[src/egr_pkg.sv]
// Shared constants, types and the gradient scaling function for the edge gradient block.
package egr_pkg;

	localparam int DEF_MAX_WIDTH = 4096;
	localparam int MAX_HEIGHT    = 4096;

	localparam int PIX_W  = 8;
	localparam int ROW_W  = 12;
	localparam int DIM_W  = 13;
	localparam int GAIN_W = 16;
	localparam int CFG_W  = 16;
	localparam int IDX_W  = 2;

	localparam logic [IDX_W-1:0] REG_IMAGE_WIDTH  = 2'd0;
	localparam logic [IDX_W-1:0] REG_IMAGE_HEIGHT = 2'd1;
	localparam logic [IDX_W-1:0] REG_GAIN_Q8      = 2'd2;

	localparam logic [DIM_W-1:0]  RST_IMAGE_WIDTH  = 13'd640;
	localparam logic [DIM_W-1:0]  RST_IMAGE_HEIGHT = 13'd480;
	localparam logic [GAIN_W-1:0] RST_GAIN_Q8      = 16'd256;

	localparam logic [PIX_W-1:0] PIX_MAX = 8'd255;

	// flags worked out when a word is taken in, carried with it to the output register
	typedef struct packed {
		logic has_result;
		logic last;
	} egr_ctl_t;

	// |g| * gain in Q8.8, truncated and clamped to one pixel
	function automatic logic [PIX_W-1:0] scale_mag(input logic [9:0] mag,
			input logic [GAIN_W-1:0] gain);
		logic [25:0] prod;
		prod = 26'(mag) * 26'(gain);
		if (prod[25:16] != 10'd0)
			return PIX_MAX;
		else
			return prod[15:8];
	endfunction

endpackage

[src/egr_kernel.sv]
// 3x3 window registers, Prewitt gradients and the clamped magnitude sum.
module egr_kernel
	import egr_pkg::*;
(
	input  logic              clk,
	input  logic              arst_n,
	input  logic              advance,
	input  logic [PIX_W-1:0]  top,
	input  logic [PIX_W-1:0]  mid,
	input  logic [PIX_W-1:0]  pix,
	input  logic [GAIN_W-1:0] gain,
	output logic [PIX_W-1:0]  edge_value
);

	logic [PIX_W-1:0] win_q [6];

	logic [9:0]  sum_bot, sum_top, sum_rgt, sum_lft;
	logic [10:0] gv, gh;
	logic [9:0]  abs_v, abs_h;
	logic [PIX_W:0] total;

	always_ff @(posedge clk or negedge arst_n) begin
		if (!arst_n) begin
			for (int i = 0; i < 6; i++)
				win_q[i] <= '0;
		end else if (advance) begin
			win_q[0] <= win_q[1];
			win_q[1] <= top;
			win_q[2] <= win_q[3];
			win_q[3] <= mid;
			win_q[4] <= win_q[5];
			win_q[5] <= pix;
		end
	end

	always_comb begin
		sum_bot = 10'(win_q[4]) + 10'(win_q[5]) + 10'(pix);
		sum_top = 10'(win_q[0]) + 10'(win_q[1]) + 10'(top);
		sum_rgt = 10'(top) + 10'(mid) + 10'(pix);
		sum_lft = 10'(win_q[0]) + 10'(win_q[2]) + 10'(win_q[4]);
		gv = 11'(sum_bot) - 11'(sum_top);
		gh = 11'(sum_rgt) - 11'(sum_lft);
		abs_v = gv[10] ? 10'(-gv) : gv[9:0];
		abs_h = gh[10] ? 10'(-gh) : gh[9:0];
		total = 9'(scale_mag(abs_v, gain)) + 9'(scale_mag(abs_h, gain));
		edge_value = total[PIX_W] ? PIX_MAX : total[PIX_W-1:0];
	end

endmodule

[config.mk]
export PLATFORM = sky130hd
export DESIGN_NAME = egr_kernel
export DESIGN_NICKNAME = d
export VERILOG_FILES = /design/src/egr_pkg.sv /design/src/egr_kernel.sv
export SDC_FILE = /design/constraint.sdc
export NUM_CORES = 1
export LEC_CHECK = 0
export CORE_ASPECT_RATIO = 0.8
export CORE_MARGIN = 2
export CORE_UTILIZATION = 61
export CTS_BUF_LIST = sky130_fd_sc_hd__clkbuf_4 sky130_fd_sc_hd__clkbuf_8
export CTS_CLUSTER_DIAMETER = 100
export CTS_CLUSTER_SIZE = 25
export DETAILED_ROUTE_END_ITERATION = 8
export DONT_BUFFER_PORTS = 1
export GPL_ROUTABILITY_DRIVEN = 0
export MAX_ROUTING_LAYER = met4
export PLACE_DENSITY = 0.78
export REMOVE_ABC_BUFFERS = 1
export SKIP_CTS_REPAIR_TIMING = 1
export SLEW_MARGIN = 15
export SYNTH_ARGS = -nofsm -noshare
export SYNTH_HDL_FRONTEND = slang
export SYNTH_SLANG_ARGS = --single-unit
[constraint.sdc]
create_clock -name clk -period 20.3 [get_ports clk]
set_input_delay 1.015 -clock clk [delete_from_list [all_inputs] [get_ports clk]]
set_output_delay 1.015 -clock clk [all_outputs]
set_load 0.1 [all_outputs]
# Word level (Yosys, flattened, before mapping)
# Index checks and enable logic that the tools add are counted.
# classes
addsub,13
mul,2
n_mux,5
reduce_logical,2
# ops
cell,count
multiplier 10 x 16 -> 26 bit,2
adder 8 x 8 -> 9 bit,5
adder 9 x 8 -> 10 bit,4
two-way mux 8 bit,3
subtractor 10 x 10 -> 11 bit,2
two-way mux 10 bit,2
negator 10 bit,2
nonzero test 10 bit,2
# totals
ff_bits,48
in_bits,43
out_inout_bits,8
word_cells,28

# Longest topological paths before layout
# logic_depth
ltp_word,10
depth_mapped,49
ltp_nobuf,47

# Least setup slack after synthesis
# No wires, ideal clock.
# synth_timing
path_kind,input port to output port
startpoint,input port pix[4]
endpoint,output port edge_value[2]
arrival_time_ns,12.038
path_slack_ns,7.247
stages,49
path_buffers,2
path_cell_list,inv_1 fa_1 inv_1 fa_1 inv_1 fa_1 inv_1 ha_1 nand3_1 o2111ai_2 nand3_1 nand2_1 a21o_1 a21oi_2 nor2b_1 xor2_1 buf_2 nand2_1 [13 not listed] a31oi_1 nand2_1 or4_1 o21ai_0 mux2i_1 o221ai_2 nor4_4 nand2_1 ha_1 fa_1 a21oi_1 nor2_1 nor2_1 o21bai_1 a21oi_1 o21bai_1 a21oi_1 nand2_1
# synth_between
elab_chain_len,9
elab_cells_between_ends,16
classes_between,add/sub: 7; mul: 2; mux: 5; reduce/logical: 2
# synth_lines
item,line_no,source
"start, declared",egr_kernel.sv:10,"input logic [PIX_W-1:0] pix,"
adder 9 x 8 -> 10 bit (on tied branches),"egr_kernel.sv:37, egr_kernel.sv:39",
subtractor 10 x 10 -> 11 bit (on tied branches),"egr_kernel.sv:41, egr_kernel.sv:42",
negator 10 bit (on tied branches),"egr_kernel.sv:43, egr_kernel.sv:44",
two-way mux 10 bit (on tied branches),"egr_kernel.sv:43, egr_kernel.sv:44",
multiplier 10 x 16 -> 26 bit,egr_pkg.sv:34,prod = 26'(mag) * 26'(gain);
nonzero test 10 bit,egr_pkg.sv:35,if (prod[25:16] != 10'd0)
two-way mux 8 bit,egr_pkg.sv:35,
adder 8 x 8 -> 9 bit (*),egr_kernel.sv:45,"total = 9'(scale_mag(abs_v, gain)) + 9'(scale_mag(abs_h, gain));"
two-way mux 8 bit (*),egr_kernel.sv:46,edge_value = total[PIX_W] ? PIX_MAX : total[PIX_W-1:0];
"end, declared",egr_kernel.sv:12,output logic [PIX_W-1:0] edge_value
# Every way passes the cells marked *; elsewhere a longest branch is shown, timed or not.

# Worst setup path after layout
# layout_timing
startpoint,input port top[4]
endpoint,output port edge_value[3]
# layout_between
elab_chain_len,10
elab_cells_between_ends,17
classes_between,add/sub: 8; mul: 2; mux: 5; reduce/logical: 2
# layout_lines
item,line_no,source
"start, declared",egr_kernel.sv:8,"input logic [PIX_W-1:0] top,"
adder 8 x 8 -> 9 bit,egr_kernel.sv:39,sum_rgt = 10'(top) + 10'(mid) + 10'(pix);
adder 9 x 8 -> 10 bit,egr_kernel.sv:39,
subtractor 10 x 10 -> 11 bit,egr_kernel.sv:42,gh = 11'(sum_rgt) - 11'(sum_lft);
negator 10 bit,egr_kernel.sv:44,abs_h = gh[10] ? 10'(-gh) : gh[9:0];
two-way mux 10 bit,egr_kernel.sv:44,
multiplier 10 x 16 -> 26 bit,egr_pkg.sv:34,
nonzero test 10 bit,egr_pkg.sv:35,
two-way mux 8 bit,egr_pkg.sv:35,
adder 8 x 8 -> 9 bit (*),egr_kernel.sv:45,
two-way mux 8 bit (*),egr_kernel.sv:46,
# Marks and branches as above.

==> flow_metrics.tcl <==
set metrics [dict create \
    slew_headroom_pct 32.6 \
    min_period_ns 14.91 \
    synth-seq-area-share_pct 7.37 \
    routed_wl_mm 37.8 \
    top_register "win_q" \
    crit_fanout 16 \
    pre_cts_ws_ns 5.61 \
    dr_wl_met2_mm 18.0 \
    route.detailed.drc 0 \
    h-tree-depth 2 \
    crit_path_end_kind "output port" \
    ys.flop_type "dfrtp_1" \
    ys_ff_latch 48 \
    synth_edf_count 0 \
    yosys.area.top_type "fa_1" \
    via_per_inst 5.76 \
    fmax_mhz 67.1 \
    syn_inst 1926 \
    via_count 12700 \
    grt_max_degree 80 \
    worstMarginPinSlew_ns 1.02 \
    place_hpwl_mm 30.3 \
    layout.nets 2328 \
    grt-ovfl-total 0 \
    grt_pass1_wl_mm 64.3 \
    setup_viol 0 \
    clk_pin_slew_worst_paths_ns 0.10 \
    slowest_stage "nand2_1" \
    cts_buffers 5 \
    cts.sinks 48 \
    synthTopCellsByArea "fa_1 (35%), ha_1 (12%), inv_1 (9.6%)" \
    initial_core_util_pct 62.1 \
    cts.path.max_buffers 2 \
    rows 53 \
    synth_area_per_cell_um2 8.47 \
    async_flop_share_pct 100 \
    maxCapViolCount 0 \
    r2r_end "win_q[41]$_DFFE_PN0P_" \
    largest_reg_flops 48 \
    reg2regPathDepth 1 \
    die_w_um 187 \
    rsz0062_at_grt "false" \
    cts_tree "built" \
    hold_viol 0 \
    r2r-start "win_q[41]$_DFFE_PN0P_" \
    yosys-top-cells-count "inv_1 (415), fa_1 (283), nand2_1 (230)" \
    worst-setup-path-type "primary input to output port" \
    antenna_left 0 \
    worst_slack_ns 5.39 \
    wl_per_cell_um 17.1 \
    syn2layout_area_growth_pct 1.99 \
    start_kind "primary input" \
    insertion_delay_ns 0.32 \
    report.final.slew_viol_count 0 \
    first_pass_iters 5 \
    instances_no_fill 2210 \
    wl_met3_mm 2.40 \
    reg2reg_slack_ns 19.50 \
    met1_length_mm 16.6 \
    worstPathArrival_ns 13.90 \
    io_buffers 0 \
    fin_crit_sh_pct 73.5 \
    status "complete, no violations" \
    core_mm2 0.0263 \
    antenna_found_initial 0 \
    synth_most_common_cell "inv_1" \
    largest_registers "win_q (48)" \
    grt_usage_pct 29.1 \
    place_inst 2202 \
    hold_path_class "primary input to asynchronous set/reset pin" \
    dieArea_mm2 0.0281 \
    crit_required_ns 19.29 \
    grt_pass1_vias 13000 \
    dieHeight_um 150 \
    netlist_area_mm2 0.0163 \
    ys_warn_count 0 \
    initialDrtViolationCount 946 \
    critical_path.max_stage_delay_ns 0.86 \
    crit_path_frequent_cell "fa_1" \
    drive_gt1_share_pct 4.26 \
    tns_ns 0 \
    yosysTopAreaCellShare_pct 34.7 \
    antenna_cells 0 \
    ios 51 \
    clock_skew_ns 0.0118 \
    ys_types 78 \
    cts-root-buf "clkbuf_8" \
    highest_layer "met4" \
]
-- metrics by stage --
stage,hold WS [ns],area [um^2],utilization (%)
after floorplan,0.447,15900,-
after global placement,0.454,16500,63.0
after detailed placement,0.465,16500,63.0
after CTS,0.370,16600,63.3
after global routing,0.361,16600,63.3
final,0.378,16600,63.3
-- worst max-delay path: cells and delay by family --
kind	cells	cell delay (ns)
AO/OA/AOI/OAI	14	3.62
buffers and inverters	8	0.41
AND/OR/NAND/NOR	9	2.43
adder cells (fa/ha/maj)	12	5.48
XOR/XNOR	2	0.92
-- final cells by class --
class,instances,area [um^2]
multi-input cells,1368,13200
fillers,2274,9630
inverters,415,1560
flip-flops and latches,48,1200
well taps,357,447
repair buffers,14,105
clock buffers,6,82.6
clock inverters,2,13.8
-- cell families (layout without fill, tap and decap cells) --
logic type,after synthesis,in the layout,share of synthesized area (%)
muxes,25,25,1.68
adders and majority gates,433,433,46.3
DFF,48,48,7.37
buffers and inverters,510,437,11.9
xor gates and xnor gates,56,56,3.09
AOI/OAI and AO/OA,246,246,10.3
and+or+nand+nor,608,608,19.5
-- worst max path at each step --
stage | from | endpoint | slack (ns)
floorplan | pix[1] | edge_value[2] | 7.14
global placement | top[4] | edge_value[3] | 6.01
detailed placement | top[4] | edge_value[4] | 5.61
CTS | top[4] | edge_value[4] | 5.61
global route | top[4] | edge_value[3] | 4.77
finish | top[4] | edge_value[3] | 5.39
-- layer usage --
metal | vias to the layer above | track usage, %
met2 | 485 | 46.8
met1 | 6322 | 40.2
li1 | 5841 | -
met5 | - | -
met3 | 81 | 3.40
met4 | 0 | 6.47
-- cells in the final DEF (no fill, tap or decap), types with 22 or more instances in the layout --
cell type / Yosys / routed
a21oi_1: 59 / 59
nor2_1: 37 / 37
nand2_1: 230 / 230
and2_1: 76 / 76
dfrtp_1: 48 / 48
inv_1: 415 / 415
nor2b_1: 109 / 109
o21ai_0: 60 / 60
a21o_1: 29 / 29
nand3_1: 26 / 26
xnor2_1: 31 / 28
nor3_1: 22 / 22
fa_1: 283 / 283
ha_1: 150 / 150
nand2b_1: 26 / 26
Power is left out: the tool's default activity adds up to more than one toggle a clock period on the data nets, which glitch-free logic cannot reach.
